==> src/hw/rtl/flss_pkg.sv <==
package flss_pkg;

    // Sizes of the line stack and of the fixed-point words.
    localparam int MAX_LINES = 64;
    localparam int LINE_W    = 6;
    localparam int N_W       = 7;
    localparam int LIM_W     = 10;
    localparam int LIMQ_W    = 18;
    localparam int OFF_W     = 20;
    localparam int SPEED_W   = 16;
    localparam int MS_W      = 8;
    localparam int HEIGHT_W  = 10;
    localparam int CLIP_W    = 11;
    localparam int PIVOT_W   = 19;
    localparam int CARRY_W   = 7;
    localparam int CFG_IDX_W = 2;
    localparam int CFG_DAT_W = 16;

    // Shared divider: left-aligned dividend, remainder as wide as the largest divisor.
    localparam int DIV_W      = 18;
    localparam int REM_W      = 16;
    localparam int DIV_CNT_W  = 6;
    localparam int SHIFT_BITS = 16;
    localparam int CEIL_BITS  = 11;
    localparam int PIVOT_BITS = 18;

    // Pixels per second times milliseconds, with Q1.14 and Q.8 folded in.
    localparam logic [REM_W-1:0] STEP_DIVISOR = 16'd64000;

    // The divide by 64000 is a shift by 9 and then a multiply by 2^37/125,
    // rounded up, which is exact for every 31-bit shifted product.
    localparam int PROD_W      = 40;
    localparam int STEP_PRE    = 9;
    localparam int STEP_Y_W    = 31;
    localparam int RECIP_SHIFT = 37;
    localparam int RECIP_W     = 62;
    localparam int STEP_Q_W    = 25;
    localparam logic [STEP_Y_W-1:0] STEP_RECIP = 31'd1099511628;

    // Register indexes and reset values.
    localparam logic [CFG_IDX_W-1:0] CFG_LIMIT = 2'd0;
    localparam logic [CFG_IDX_W-1:0] CFG_LINES = 2'd1;
    localparam logic [CFG_IDX_W-1:0] CFG_SPEED = 2'd2;

    localparam logic [LIM_W-1:0]   LIMIT_RESET = 10'd64;
    localparam logic [N_W-1:0]     LINES_RESET = 7'd32;
    localparam logic [SPEED_W-1:0] SPEED_RESET = 16'd0;

    // Operation codes.
    localparam logic OP_SCROLL = 1'b0;
    localparam logic OP_SCALE  = 1'b1;

    typedef enum logic [1:0] {
        DIV_SHIFT,
        DIV_CEIL,
        DIV_PIVOT
    } div_sel_t;

    typedef enum logic [3:0] {
        ST_IDLE,
        ST_SMUL,
        ST_SDIV,
        ST_SCLAMP,
        ST_SWRAP,
        ST_LMUL,
        ST_LDIV,
        ST_LWAIT,
        ST_CSTART,
        ST_CWAIT,
        ST_PSTART,
        ST_PWAIT,
        ST_EMIT
    } state_t;

    // Commands from the controller to the datapath.
    typedef struct packed {
        logic     load_in;
        logic     mul_step;
        logic     recip_mul;
        logic     div_start;
        div_sel_t div_sel;
        logic     clamp;
        logic     wrap;
        logic     line_mul;
        logic     ceil_zero;
        logic     ceil_take;
        logic     emit;
    } flss_cmd_t;

    // Status from the datapath to the controller.
    typedef struct packed {
        logic div_busy;
        logic x_pos;
        logic last_line;
        logic slot_free;
        logic op_scale;
    } flss_stat_t;

endpackage

==> src/hw/rtl/flss_div.sv <==
module flss_div
    import flss_pkg::*;
(
    input  logic                 clk,
    input  logic                 rst_n,
    input  logic                 start,
    input  logic [DIV_W-1:0]     dividend,
    input  logic [REM_W-1:0]     divisor,
    input  logic [DIV_CNT_W-1:0] steps,
    output logic                 busy,
    output logic [DIV_W-1:0]     quot,
    output logic [REM_W-1:0]     rem
);

    logic                 busy_reg;
    logic [DIV_CNT_W-1:0] cnt_reg;
    logic [DIV_W-1:0]     quot_reg;
    logic [REM_W-1:0]     rem_reg;
    logic [REM_W-1:0]     div_reg;

    logic [REM_W:0]   trial;
    logic [REM_W:0]   diff;
    logic             fits;
    logic [REM_W-1:0] rem_next;

    // One restoring step: shift in the next dividend bit and try the subtract.
    always_comb
    begin
        trial    = {rem_reg, quot_reg[DIV_W-1]};
        diff     = trial - {1'b0, div_reg};
        fits     = (trial >= {1'b0, div_reg});
        rem_next = fits ? diff[REM_W-1:0] : trial[REM_W-1:0];
    end

    // The dividend comes in left-aligned, so the quotient ends in the low bits.
    always_ff @(posedge clk or negedge rst_n)
    begin
        if (!rst_n)
        begin
            busy_reg <= 1'b0;
            cnt_reg  <= '0;
        end
        else if (start)
        begin
            busy_reg <= 1'b1;
            cnt_reg  <= steps;
        end
        else if (busy_reg)
        begin
            cnt_reg <= cnt_reg - 1'b1;
            if (cnt_reg == DIV_CNT_W'(1))
            begin
                busy_reg <= 1'b0;
            end
        end
    end

    always_ff @(posedge clk)
    begin
        if (start)
        begin
            quot_reg <= dividend;
            rem_reg  <= '0;
            div_reg  <= divisor;
        end
        else if (busy_reg)
        begin
            quot_reg <= {quot_reg[DIV_W-2:0], fits};
            rem_reg  <= rem_next;
        end
    end

    assign busy = busy_reg;
    assign quot = quot_reg;
    assign rem  = rem_reg;

endmodule

==> src/hw/rtl/flss_dp.sv <==
module flss_dp
    import flss_pkg::*;
(
    input  logic                        clk,
    input  logic                        rst_n,
    input  logic                        cfg_we,
    input  logic [CFG_IDX_W-1:0]        cfg_index,
    input  logic [CFG_DAT_W-1:0]        cfg_data,
    input  logic                        opcode,
    input  logic signed [SPEED_W-1:0]   normalized_speed,
    input  logic [MS_W-1:0]             frame_ms,
    input  logic [HEIGHT_W-1:0]         target_height,
    output logic                        out_valid,
    input  logic                        out_ready,
    output logic [LINE_W-1:0]           line_index,
    output logic [CLIP_W-1:0]           clip_x,
    output logic [HEIGHT_W-1:0]         line_height,
    output logic signed [PIVOT_W-1:0]   pivot_y,
    output logic                        pivot_valid,
    output logic                        last,
    input  flss_cmd_t                   cmd,
    output flss_stat_t                  stat
);

    // Configuration registers.
    logic [LIM_W-1:0]   limit_reg;
    logic [N_W-1:0]     lines_reg;
    logic [SPEED_W-1:0] speed_reg;

    // Item and working registers.
    logic                      op_reg;
    logic                      ns_neg_reg;
    logic [SPEED_W-1:0]        ns_mag_reg;
    logic [HEIGHT_W-1:0]       th_reg;
    logic [SPEED_W+MS_W-1:0]   prod1_reg;
    logic [PROD_W-1:0]         prod_reg;
    logic [RECIP_W-1:0]        recip_reg;
    logic signed [OFF_W-1:0]   step_reg;
    logic signed [OFF_W-1:0]   offset_reg;
    logic [LINE_W-1:0]         line_reg;
    logic [LIMQ_W+LINE_W-1:0]  a_reg;
    logic [HEIGHT_W-1:0]       fh_reg;
    logic signed [CARRY_W-1:0] carry_reg;
    logic [HEIGHT_W-1:0]       sum_reg;

    // Output register.
    logic                      out_valid_reg;
    logic [LINE_W-1:0]         out_index_reg;
    logic [CLIP_W-1:0]         out_clip_reg;
    logic [HEIGHT_W-1:0]       out_height_reg;
    logic [PIVOT_W-1:0]        out_pivot_reg;
    logic                      out_pvalid_reg;
    logic                      out_last_reg;

    // Divider connections.
    logic [DIV_W-1:0]     div_dividend;
    logic [REM_W-1:0]     div_divisor;
    logic [DIV_CNT_W-1:0] div_steps;
    logic                 div_busy;
    logic [DIV_W-1:0]     quot;
    logic [REM_W-1:0]     rem;

    // Combinational values.
    logic [N_W-1:0]            n_eff;
    logic [N_W-1:0]            n_m1;
    logic [LIM_W-1:0]          lim_px;
    logic [LIMQ_W-1:0]         lim_q;
    logic [SPEED_W-1:0]        ns_abs;
    logic [SPEED_W+MS_W-1:0]   prod1_w;
    logic [PROD_W-1:0]         prod_w;
    logic [RECIP_W-1:0]        recip_w;
    logic [STEP_Q_W-1:0]       step_q;
    logic [LIMQ_W-1:0]         step_mag;
    logic [OFF_W-1:0]          step_mag_w;
    logic [OFF_W-1:0]          step_w;
    logic signed [OFF_W:0]     lim_s;
    logic signed [OFF_W:0]     off_sum;
    logic signed [OFF_W:0]     off_wrap;
    logic signed [OFF_W:0]     off_sat;
    logic [OFF_W-1:0]          off_neg;
    logic [LIMQ_W-1:0]         off_abs;
    logic [LIMQ_W+LINE_W-1:0]  a_w;
    logic signed [HEIGHT_W+1:0] x_w;
    logic [CEIL_BITS-1:0]      x_plus;
    logic                      x_pos;
    logic [LIM_W+1:0]          clip_w;
    logic [PIVOT_W-1:0]        piv_w;
    logic                      pv_w;
    logic                      last_line;
    logic                      slot_free;

    // Effective line count and limit.
    always_comb
    begin
        if (lines_reg == '0)
        begin
            n_eff = N_W'(1);
        end
        else if (lines_reg > N_W'(MAX_LINES))
        begin
            n_eff = N_W'(MAX_LINES);
        end
        else
        begin
            n_eff = lines_reg;
        end
        n_m1   = n_eff - 1'b1;
        lim_px = (limit_reg == '0) ? LIM_W'(1) : limit_reg;
        lim_q  = {lim_px, 8'b0};
    end

    // Scroll step product, split over two registered multiplies, then the
    // divide by 64000 as a shift and a registered reciprocal multiply.
    always_comb
    begin
        ns_abs  = normalized_speed[SPEED_W-1] ? (~normalized_speed + 1'b1) : normalized_speed;
        prod1_w = speed_reg * frame_ms;
        prod_w  = prod1_reg * ns_mag_reg;
        recip_w = prod_reg[PROD_W-1:STEP_PRE] * STEP_RECIP;
        step_q  = recip_reg[RECIP_W-1:RECIP_SHIFT];
    end

    // Clamp the step magnitude to the limit and restore its sign.
    always_comb
    begin
        if (step_q > {{(STEP_Q_W-LIMQ_W){1'b0}}, lim_q})
        begin
            step_mag = lim_q;
        end
        else
        begin
            step_mag = step_q[LIMQ_W-1:0];
        end
        step_mag_w = {{(OFF_W-LIMQ_W){1'b0}}, step_mag};
        step_w     = ns_neg_reg ? (~step_mag_w + 1'b1) : step_mag_w;
    end

    // Add the step, wrap once, then saturate inside the open range.
    always_comb
    begin
        lim_s   = $signed({{(OFF_W+1-LIMQ_W){1'b0}}, lim_q});
        off_sum = $signed({offset_reg[OFF_W-1], offset_reg})
                + $signed({step_reg[OFF_W-1], step_reg});
        if (off_sum >= lim_s)
        begin
            off_wrap = off_sum - lim_s;
        end
        else if (off_sum <= -lim_s)
        begin
            off_wrap = off_sum + lim_s;
        end
        else
        begin
            off_wrap = off_sum;
        end
        if (off_wrap >= lim_s)
        begin
            off_sat = lim_s - 21'sd1;
        end
        else if (off_wrap <= -lim_s)
        begin
            off_sat = 21'sd1 - lim_s;
        end
        else
        begin
            off_sat = off_wrap;
        end
    end

    // Per-line scroll product of offset magnitude and line number.
    always_comb
    begin
        off_neg = ~offset_reg + 1'b1;
        off_abs = offset_reg[OFF_W-1] ? off_neg[LIMQ_W-1:0] : offset_reg[LIMQ_W-1:0];
        a_w     = off_abs * line_reg;
    end

    // Scale: target plus the carry, and the ceil bias.
    always_comb
    begin
        x_w    = $signed({2'b0, th_reg})
               + $signed({{(HEIGHT_W+2-CARRY_W){carry_reg[CARRY_W-1]}}, carry_reg});
        x_pos  = !x_w[HEIGHT_W+1] && (x_w != '0);
        x_plus = x_w[CEIL_BITS-1:0] + {{(CEIL_BITS-N_W){1'b0}}, n_m1};
    end

    // Divider operand selection.
    always_comb
    begin
        case (cmd.div_sel)
            DIV_SHIFT:
            begin
                div_dividend = {a_reg[LIMQ_W+LINE_W-1:8], {(DIV_W-SHIFT_BITS){1'b0}}};
                div_divisor  = {{(REM_W-N_W){1'b0}}, n_eff};
                div_steps    = DIV_CNT_W'(SHIFT_BITS);
            end
            DIV_CEIL:
            begin
                div_dividend = {x_plus, {(DIV_W-CEIL_BITS){1'b0}}};
                div_divisor  = {{(REM_W-N_W){1'b0}}, n_eff};
                div_steps    = DIV_CNT_W'(CEIL_BITS);
            end
            default:
            begin
                div_dividend = {sum_reg, {(DIV_W-HEIGHT_W){1'b0}}};
                div_divisor  = {{(REM_W-HEIGHT_W){1'b0}}, fh_reg};
                div_steps    = DIV_CNT_W'(PIVOT_BITS);
            end
        endcase
    end

    flss_div u_div (
        .clk      (clk),
        .rst_n    (rst_n),
        .start    (cmd.div_start),
        .dividend (div_dividend),
        .divisor  (div_divisor),
        .steps    (div_steps),
        .busy     (div_busy),
        .quot     (quot),
        .rem      (rem)
    );

    // Result fields of the line being emitted.
    always_comb
    begin
        if (offset_reg[OFF_W-1])
        begin
            clip_w = {2'b0, lim_px} + {2'b0, quot[LIM_W-1:0]};
        end
        else
        begin
            clip_w = {2'b0, lim_px} - {2'b0, quot[LIM_W-1:0]};
        end
        piv_w     = ~{1'b0, quot[PIVOT_BITS-1:0]} + 1'b1;
        pv_w      = (op_reg == OP_SCALE) && (fh_reg != '0);
        last_line = (op_reg == OP_SCALE) ? (line_reg == '0)
                                         : (line_reg == n_m1[LINE_W-1:0]);
        slot_free = !out_valid_reg || out_ready;
    end

    // Configuration writes.
    always_ff @(posedge clk or negedge rst_n)
    begin
        if (!rst_n)
        begin
            limit_reg <= LIMIT_RESET;
            lines_reg <= LINES_RESET;
            speed_reg <= SPEED_RESET;
        end
        else if (cfg_we)
        begin
            unique case (cfg_index)
                CFG_LIMIT: limit_reg <= cfg_data[LIM_W-1:0];
                CFG_LINES: lines_reg <= cfg_data[N_W-1:0];
                CFG_SPEED: speed_reg <= cfg_data[SPEED_W-1:0];
                default:   ;
            endcase
        end
    end

    // Scroll offset and scale carry.
    always_ff @(posedge clk or negedge rst_n)
    begin
        if (!rst_n)
        begin
            offset_reg <= '0;
            carry_reg  <= '0;
        end
        else
        begin
            if (cmd.wrap)
            begin
                offset_reg <= off_sat[OFF_W-1:0];
            end
            if (cmd.load_in)
            begin
                carry_reg <= '0;
            end
            else if (cmd.ceil_zero)
            begin
                carry_reg <= x_w[CARRY_W-1:0];
            end
            else if (cmd.ceil_take)
            begin
                carry_reg <= rem[CARRY_W-1:0] - n_m1;
            end
        end
    end

    // Working registers of the current item.
    always_ff @(posedge clk)
    begin
        if (cmd.load_in)
        begin
            op_reg     <= opcode;
            ns_neg_reg <= normalized_speed[SPEED_W-1];
            ns_mag_reg <= ns_abs;
            th_reg     <= target_height;
            prod1_reg  <= prod1_w;
            line_reg   <= (opcode == OP_SCALE) ? n_m1[LINE_W-1:0] : '0;
            sum_reg    <= '0;
        end
        else if (cmd.emit)
        begin
            if (op_reg == OP_SCALE)
            begin
                line_reg <= line_reg - 1'b1;
                sum_reg  <= sum_reg + fh_reg;
            end
            else
            begin
                line_reg <= line_reg + 1'b1;
            end
        end
        if (cmd.mul_step)
        begin
            prod_reg <= prod_w;
        end
        if (cmd.recip_mul)
        begin
            recip_reg <= recip_w;
        end
        if (cmd.clamp)
        begin
            step_reg <= $signed(step_w);
        end
        if (cmd.line_mul)
        begin
            a_reg <= a_w;
        end
        if (cmd.ceil_zero)
        begin
            fh_reg <= '0;
        end
        else if (cmd.ceil_take)
        begin
            fh_reg <= quot[HEIGHT_W-1:0];
        end
    end

    // Output register: filled on emit, emptied when the receiver takes it.
    always_ff @(posedge clk or negedge rst_n)
    begin
        if (!rst_n)
        begin
            out_valid_reg <= 1'b0;
        end
        else if (cmd.emit)
        begin
            out_valid_reg <= 1'b1;
        end
        else if (out_ready)
        begin
            out_valid_reg <= 1'b0;
        end
    end

    always_ff @(posedge clk)
    begin
        if (cmd.emit)
        begin
            out_index_reg  <= line_reg;
            out_clip_reg   <= (op_reg == OP_SCALE) ? '0 : clip_w[CLIP_W-1:0];
            out_height_reg <= (op_reg == OP_SCALE) ? fh_reg : '0;
            out_pivot_reg  <= pv_w ? piv_w : '0;
            out_pvalid_reg <= pv_w;
            out_last_reg   <= last_line;
        end
    end

    assign out_valid   = out_valid_reg;
    assign line_index  = out_index_reg;
    assign clip_x      = out_clip_reg;
    assign line_height = out_height_reg;
    assign pivot_y     = $signed(out_pivot_reg);
    assign pivot_valid = out_pvalid_reg;
    assign last        = out_last_reg;

    assign stat.div_busy  = div_busy;
    assign stat.x_pos     = x_pos;
    assign stat.last_line = last_line;
    assign stat.slot_free = slot_free;
    assign stat.op_scale  = (op_reg == OP_SCALE);

    // A line is never written over a result that is still waiting.
    a_emit_slot: assert property (@(posedge clk) disable iff (!rst_n)
        cmd.emit |-> slot_free)
        else $error("line emitted into a full output register");

    // The shared divider is never restarted in the middle of a division.
    a_div_idle: assert property (@(posedge clk) disable iff (!rst_n)
        cmd.div_start |-> !div_busy)
        else $error("divider started while busy");

    // The ceil carry never becomes positive.
    a_carry: assert property (@(posedge clk) disable iff (!rst_n)
        carry_reg[CARRY_W-1] || (carry_reg == '0))
        else $error("scale carry is positive");

    // A valid pivot always comes with a nonzero height.
    a_pivot: assert property (@(posedge clk) disable iff (!rst_n)
        (out_valid_reg && out_pvalid_reg) |-> (out_height_reg != '0))
        else $error("pivot valid on a zero-height line");

endmodule

==> src/hw/rtl/flss_ctrl.sv <==
module flss_ctrl
    import flss_pkg::*;
(
    input  logic       clk,
    input  logic       rst_n,
    input  logic       in_valid,
    output logic       in_ready,
    input  logic       opcode,
    input  flss_stat_t stat,
    output flss_cmd_t  cmd
);

    state_t state_reg;
    state_t state_next;

    // State register.
    always_ff @(posedge clk or negedge rst_n)
    begin
        if (!rst_n)
        begin
            state_reg <= ST_IDLE;
        end
        else
        begin
            state_reg <= state_next;
        end
    end

    // Next state and commands.
    always_comb
    begin
        state_next = state_reg;
        cmd        = '0;
        cmd.div_sel = DIV_SHIFT;
        in_ready   = 1'b0;

        unique case (state_reg)
            ST_IDLE:
            begin
                in_ready = 1'b1;
                if (in_valid)
                begin
                    cmd.load_in = 1'b1;
                    state_next  = (opcode == OP_SCALE) ? ST_CSTART : ST_SMUL;
                end
            end
            ST_SMUL:
            begin
                cmd.mul_step = 1'b1;
                state_next   = ST_SDIV;
            end
            ST_SDIV:
            begin
                cmd.recip_mul = 1'b1;
                state_next    = ST_SCLAMP;
            end
            ST_SCLAMP:
            begin
                cmd.clamp  = 1'b1;
                state_next = ST_SWRAP;
            end
            ST_SWRAP:
            begin
                cmd.wrap   = 1'b1;
                state_next = ST_LMUL;
            end
            ST_LMUL:
            begin
                cmd.line_mul = 1'b1;
                state_next   = ST_LDIV;
            end
            ST_LDIV:
            begin
                cmd.div_start = 1'b1;
                cmd.div_sel   = DIV_SHIFT;
                state_next    = ST_LWAIT;
            end
            ST_LWAIT:
            begin
                if (!stat.div_busy)
                begin
                    state_next = ST_EMIT;
                end
            end
            ST_CSTART:
            begin
                if (stat.x_pos)
                begin
                    cmd.div_start = 1'b1;
                    cmd.div_sel   = DIV_CEIL;
                    state_next    = ST_CWAIT;
                end
                else
                begin
                    cmd.ceil_zero = 1'b1;
                    state_next    = ST_EMIT;
                end
            end
            ST_CWAIT:
            begin
                if (!stat.div_busy)
                begin
                    cmd.ceil_take = 1'b1;
                    state_next    = ST_PSTART;
                end
            end
            ST_PSTART:
            begin
                cmd.div_start = 1'b1;
                cmd.div_sel   = DIV_PIVOT;
                state_next    = ST_PWAIT;
            end
            ST_PWAIT:
            begin
                if (!stat.div_busy)
                begin
                    state_next = ST_EMIT;
                end
            end
            ST_EMIT:
            begin
                if (stat.slot_free)
                begin
                    cmd.emit = 1'b1;
                    if (stat.last_line)
                    begin
                        state_next = ST_IDLE;
                    end
                    else
                    begin
                        state_next = stat.op_scale ? ST_CSTART : ST_LMUL;
                    end
                end
            end
            default:
            begin
                state_next = ST_IDLE;
            end
        endcase
    end

endmodule

==> src/hw/rtl/floor_line_scroll_scale.sv <==
// Floor line raster engine: one item in, one result per floor line out.
// Input channel (in_valid/in_ready) carries opcode, normalized_speed, frame_ms
// and target_height. A scroll item moves the stored Q.8 offset and returns the
// clip x of every line from the top down; a scale item splits target_height
// over the lines from the bottom up and returns each height and its Q.8 pivot.
// The output channel (out_valid/out_ready) carries one result per line, with
// last set on the final line of an input. Registers are to be written through
// cfg_we, cfg_index and cfg_data only while the block is idle; the block
// itself does not enforce this. A scroll item first updates the offset (two
// multiplies, a reciprocal multiply for the divide by 64000, clamp and wrap)
// and then works out each line around a 16-bit shift divide on a radix-2
// divider, one quotient bit per cycle. A scale item runs an 11-bit ceil divide
// and an 18-bit pivot divide for each line of nonzero height. One item is
// processed at a time; the next item is taken as soon as the last line sits
// in the output register.
// When the receiver stalls, the next line is worked out and then held until
// the output register is free. Reset empties the output register, clears the
// scroll offset and loads the register reset values.
module floor_line_scroll_scale
    import flss_pkg::*;
(
    input  logic                      clk,
    input  logic                      rst_n,
    input  logic                      cfg_we,
    input  logic [CFG_IDX_W-1:0]      cfg_index,
    input  logic [CFG_DAT_W-1:0]      cfg_data,
    input  logic                      in_valid,
    output logic                      in_ready,
    input  logic                      opcode,
    input  logic signed [SPEED_W-1:0] normalized_speed,
    input  logic [MS_W-1:0]           frame_ms,
    input  logic [HEIGHT_W-1:0]       target_height,
    output logic                      out_valid,
    input  logic                      out_ready,
    output logic [LINE_W-1:0]         line_index,
    output logic [CLIP_W-1:0]         clip_x,
    output logic [HEIGHT_W-1:0]       line_height,
    output logic signed [PIVOT_W-1:0] pivot_y,
    output logic                      pivot_valid,
    output logic                      last
);

    flss_cmd_t  cmd;
    flss_stat_t stat;

    // Sequencer.
    flss_ctrl u_ctrl (
        .clk      (clk),
        .rst_n    (rst_n),
        .in_valid (in_valid),
        .in_ready (in_ready),
        .opcode   (opcode),
        .stat     (stat),
        .cmd      (cmd)
    );

    // Arithmetic, state and output register.
    flss_dp u_dp (
        .clk              (clk),
        .rst_n            (rst_n),
        .cfg_we           (cfg_we),
        .cfg_index        (cfg_index),
        .cfg_data         (cfg_data),
        .opcode           (opcode),
        .normalized_speed (normalized_speed),
        .frame_ms         (frame_ms),
        .target_height    (target_height),
        .out_valid        (out_valid),
        .out_ready        (out_ready),
        .line_index       (line_index),
        .clip_x           (clip_x),
        .line_height      (line_height),
        .pivot_y          (pivot_y),
        .pivot_valid      (pivot_valid),
        .last             (last),
        .cmd              (cmd),
        .stat             (stat)
    );

endmodule

==> config.mk <==
export PLATFORM = sky130hd
export DESIGN_NAME = floor_line_scroll_scale
export DESIGN_NICKNAME = d
export VERILOG_FILES = /design/src/hw/rtl/flss_pkg.sv /design/src/hw/rtl/flss_div.sv /design/src/hw/rtl/flss_dp.sv /design/src/hw/rtl/flss_ctrl.sv /design/src/hw/rtl/floor_line_scroll_scale.sv
export SDC_FILE = /design/constraint.sdc
export NUM_CORES = 2
export LEC_CHECK = 0
export BUFFER_PORTS_ARGS = -buffer_cell sky130_fd_sc_hd__clkbuf_2
export CORE_MARGIN = 10
export CORE_UTILIZATION = 45
export CTS_CLUSTER_DIAMETER = 60
export DETAILED_ROUTE_END_ITERATION = 10
export HOLD_SLACK_MARGIN = 0.08
export PLACE_DENSITY_LB_ADDON = 0.05
export SLEW_MARGIN = 10
export SYNTH_ARGS = -nofsm -noshare
export SYNTH_HDL_FRONTEND = slang
export SYNTH_HIERARCHICAL = 1
export SYNTH_SLANG_ARGS = --single-unit
==> constraint.sdc <==
create_clock -name clk -period 7 [get_ports clk]
set_input_delay 0.7 -clock clk [delete_from_list [all_inputs] [get_ports clk]]
set_output_delay 0.7 -clock clk [all_outputs]
set_load 0.02 [all_outputs]
Yosys cells after proc, flatten, opt, wreduce, memory -nomap -nowiden
Cells that the tools add are included.

word-level totals
  logic and storage cells = 172
  flip-flop bits (word level) = 392
  bits of input ports = 58

operators by class
  muxes and demuxes = 58
  add/subtract/negate cells = 21
  reduce and logical (&&, ||, !) cells = 24
  order comparisons = 7
  $mul = 4
  bitwise gates (word level) = 4
  equal/unequal tests = 21

operator list
  cell                    number
  $mux 18                 5
  $mul 31x29->60 const B  1
  $pmux 4 s12             1
  $ge 21x19->1            2
  $le 21x21->1            2
  $mux 21                 2
  $mux 7                  6
  $mul 24x16->40          1
  $mux 20                 2
  $mux 6                  6
  $pmux 18 s2             1
  $mux 4                  7
  $gt 25x18->1            1
  $mul 16x8->24           1
  $mul 18x6->24           1
  $add 20x20->21          1
  $add 21x19->21          1
  $neg 18->21             1
  $sub 21x19->21          1
  $add 20x1->20 const B   1
  $eq 4x4->1 const B      5
  $mux 1                  20
  $not 18->20             1
  $add 19x1->19 const B   1
  other kinds (50)        68

Depth between registers and ports, before layout
  depth in word-level cells = 9
  depth in mapped cells = 34

Hierarchy
The synthesis kept the hierarchy.

modules (own cells, without submodules)
  module     times used  cells an instance  area each (um^2)  seq. area each (um^2)
  flss_dp    1           5083               48754.3           7875.1
  flss_div   1           300                3195.6            1516.5
  flss_ctrl  1           61                 430.4             100.1

Worst setup path after synthesis
Ideal clock, no wire load.

  path kind = reg-to-reg
  from = register u_dp.prod_reg[18]
  to = register u_dp.recip_reg[60], data pin
  setup slack = 0.110 ns
  path buffers = 0
  required time = 6.730 ns
  period minus slack after synthesis = 6.890 ns
  cell stages (with the launch flop) = 25
  arrival time = 6.621 ns
  library setup time = 0.270 ns
  cell sequence = edfxtp_1 ha_1 inv_1 fa_1 fa_1 inv_1 fa_1 inv_1 fa_1 fa_1 inv_1 fa_1 fa_1 ha_1 nand4_1 nor2_1 o21ai_0 a311o_1 a21oi_1 o2111ai_1 a211oi_1 o21ai_0 o21ai_0 a31oi_1 a21boi_0

on the way
  word-level cells in the longest chain between the ends = 1

ends and longest elaborated chain
  element                   line            text
  start: declaration        flss_dp.sv:36   logic [PROD_W-1:0] prod_reg;
  start signal: assignment  flss_dp.sv:318  prod_reg <= prod_w;
  $mul 31x29->60            flss_dp.sv:119  recip_w = prod_reg[PROD_W-1:STEP_PRE] * STEP_RECIP;
  via u_dp.recip_w[60]      flss_dp.sv:71   logic [RECIP_W-1:0] recip_w;
  end signal: assignment    flss_dp.sv:322  recip_reg <= recip_w;
  end: declaration          flss_dp.sv:37   logic [RECIP_W-1:0] recip_reg;

The timed path passes the listed nets, and every way through them passes these cells.
A chain may end at the register's enable or synchronous reset.

Worst setup path after layout
  from = register u_dp.prod_reg[19]
  to = register u_dp.recip_reg[56], data pin

Same word-level chain as after synthesis.

==> impl_metrics.py <==
metrics = {
    "status": {
        "status": "complete, but fails checks",
        "violations": "setup timing",
    },
    "setup_path": {
        "r2r_end": "u_dp/recip_reg[56]",
        "worstPathMaxFanout": 5,
        "rrSetupSlack_ps": -140,
        "critical_path_depth": 25,
        "cp.required_ps": 7400,
        "critPathMaxStageDelay_ps": 550,
        "critical_path_class": "flop to flop",
        "crit_buf_inv": 5,
        "critPathCaptureType": "flop",
        "arrival_ps": 7540,
        "endpoint": "u_dp/recip_reg[56]",
        "cp-start-kind": "flop",
        "slowest_stage": "fa_2",
        "worstRegToRegCells": 25,
        "crit_family": "adder cells",
        "cpMostUsedCell": "fa_2",
        "r2r-start": "u_dp/prod_reg[19]",
        "crit_start": "u_dp/prod_reg[19]",
    },
    "sta": {
        "rsz0062_at_grt": "true",
        "maxSlewViolCount": 0,
        "finalWorstSetupSlack_ps": -143.8,
        "relSlewSlack_pct": 37.42,
        "fin_crit_sh_pct": 102.1,
        "setup_viol": 8,
        "hold_viol": 0,
        "fin_crit_ps": 7144,
        "clock.fmax_ghz": 0.1400,
        "worst_pin_slew_ps": 936.5,
        "finClkSkew_ps": 57.15,
    },
    "grt": {
        "grt_use_total_pct": 22.51,
        "grt-ovfl-total": 0,
        "grt_pass1_wl_um": 233100,
        "grt_max_degree": 55,
        "grt_pass1_vias": 40890,
        "antenna_found_initial": 2,
    },
    "logic_synthesis": {
        "async_flop_share_pct": 21.18,
        "yosys_warnings": 6,
        "synth_area_per_cell_um2": 9.622,
        "synth-seq-cells": 340,
        "netlist_area_um2": 52380,
        "synthFlopType": "edfxtp_1",
        "netlist_instances": 5444,
        "ys_seq_area_share_pct": 18.12,
        "synth_cell_types": 105,
        "synth_edf_count": 232,
    },
    "drt": {
        "ant_nets": 0,
        "vias": 38360,
        "drcViolationCount": 0,
        "drt_wl_total_um": 144500,
        "firstDrtPassIters": 5,
        "first_iter_violations": 2088,
        "viasPerCell": 5.142,
        "wl_per_cell_um": 19.36,
    },
    "cts": {
        "numCtsBuffers": 53,
        "root_buffer": "clkbuf_16",
        "clockBufferDepth": 3,
        "clock_sinks": 340,
        "cts.clk_slew.worst_paths_ps": 60,
        "tritoncts": "done",
        "cts_htree_levels": 2,
        "clk_latency_ps": 660,
    },
    "cells_and_area": {
        "drive_above_1_share_pct": 13.92,
        "fin_nets": 7419,
        "fillerInstances": 10810,
        "syn_to_final_growth_pct": 15.00,
        "largest_reg_flops": 31,
    },
    "die": {
        "core_um2": 115900,
        "start_util_pct": 45.20,
        "die_w_um": 361.2,
        "rows": 125,
        "die_y_um": 361.2,
        "io-pin-count": 108,
        "die-area_um2": 130400,
    },
    "place": {
        "pre_cts_slack_ps": -732.2,
        "globalplace.congestion": 0.8795,
        "hpwl_um": 117000,
        "io_buffers": 107,
    },
    "worst_hold_path": {
        "worstHoldPathType": "primary input to flop",
        "hold_path_startpoint": "target_height[1]",
    },
    "run": {
        "drv_cap": 0,
    },
}
worst min-delay path by stage:
stage	end	slack (ps)	cells after the start
2_1_floorplan	u_ctrl/state_reg[0]	400	0
3_3_place_gp	u_dp/sum_reg[0]	460	2
3_5_place_dp	u_dp/sum_reg[0]	470	2
4_1_cts	u_dp/th_reg[1]	170	1
5_1_grt	u_dp/th_reg[1]	200	1
6_report	u_dp/th_reg[1]	220	1
Yosys cell counts, drive strengths merged (15+ instances only):
library cell / n / area (um2)
inv: 1093 / 4103
fa: 750 / 15010
ha: 719 / 8996
nand2: 571 / 2146
nor2: 255 / 959.7
edfxtp: 232 / 6967
and2: 230 / 1439
a21oi: 174 / 870.8
o21ai: 157 / 789.5
xnor2: 143 / 1252
clkbuf: 133 / 499.2
xor2: 89 / 779.5
nor3: 71 / 375.4
dfrtp: 70 / 1752
a21o: 67 / 503.0
mux2: 52 / 589.3
nand2b: 49 / 306.5
mux2i: 47 / 470.5
dfxtp: 36 / 720.7
a211oi: 32 / 265.3
nand3: 32 / 160.2
nor2b: 32 / 200.2
buf: 31 / 207.7
nand4: 28 / 175.2
o21bai: 28 / 210.2
o21a: 27 / 202.7
o31ai: 26 / 209.0
or3: 26 / 162.7
a31oi: 22 / 150.1
and3: 16 / 100.1
nor4: 16 / 115.1
or4: 15 / 112.6
layout by cell type, fill, tap and decap left out, drive strengths merged, types with 36 or more instances in the layout:
| master | netlist | layout |
|---|---|---|
| inv | 1093 | 1109 |
| fa | 750 | 750 |
| ha | 719 | 719 |
| nand2 | 571 | 571 |
| buf | 31 | 439 |
| nor2 | 255 | 255 |
| edfxtp | 232 | 232 |
| and2 | 230 | 230 |
| a21oi | 174 | 174 |
| clkbuf | 133 | 170 |
| o21ai | 157 | 157 |
| xnor2 | 143 | 143 |
| xor2 | 89 | 89 |
| nor3 | 71 | 71 |
| dfrtp | 70 | 70 |
| a21o | 67 | 67 |
| mux2 | 52 | 52 |
| nand2b | 49 | 49 |
| mux2i | 47 | 47 |
| dfxtp | 36 | 36 |
metrics by stage:
| stage | std cells | area (um2) | hold WS (ps) | utilization, % | TNS, ps |
|---|---|---|---|---|---|
| 2_1_floorplan | 5455 | 52420 | 404.4 | - | 0 |
| 3_3_place_gp | 7288 | 57240 | 462.5 | 49.39 | -6881 |
| 3_5_place_dp | 7288 | 57240 | 471.7 | 49.39 | -8517 |
| 4_1_cts | 7422 | 59650 | 172.7 | 51.47 | -279.5 |
| 5_1_grt | 7461 | 60240 | 195.7 | 51.98 | -4285 |
| 6_report | 7461 | 60240 | 217.1 | 51.98 | -524.5 |
cells by family (layout without fill, tap and decap cells):
logic type	Yosys count	count (layout)	share of synthesized area (%)
fa+ha+maj	1469	1469	45.84
compound gates	658	658	8.298
xor+xnor	232	232	3.879
mux	99	99	2.023
buf+inv	1259	1740	9.196
other cells	1	13	0.007159
simple gates	1386	1386	12.64
flops	340	340	18.12
timing repair:
action / in CTS / in global routing
pin swaps: 61 / 33
resized for setup: 75 / 46
setup endpoints to repair: 25 / 45
cloned: 0 / 0
hold endpoints to repair: 18 / 0
buffers inserted: 35 / 39
hold buffers: 1 / 0
cell type report:
cell class                 count  area, um2  share of cell area [%]
clock buffer                  64       1408                   2.337
multi-input combinational   3856      38710                   64.26
inverter                    1095       4110                   6.823
timing repair buffer         546       4243                   7.044
sequential                   340       9492                   15.76
antenna                        1      2.502                0.004154
clock inverter                35      364.1                  0.6044
tap                         1524       1907                   3.166
metal layers:
layer  GRT usage [%]  routed length (um)
met1           32.01               68920
met2           36.41               65890
met3           3.597                7395
met4           3.755                2154
met5          0.5915                 106
Power is left out: the tool's default activity adds up to more than one toggle a clock period on the data nets, which glitch-free logic cannot reach.
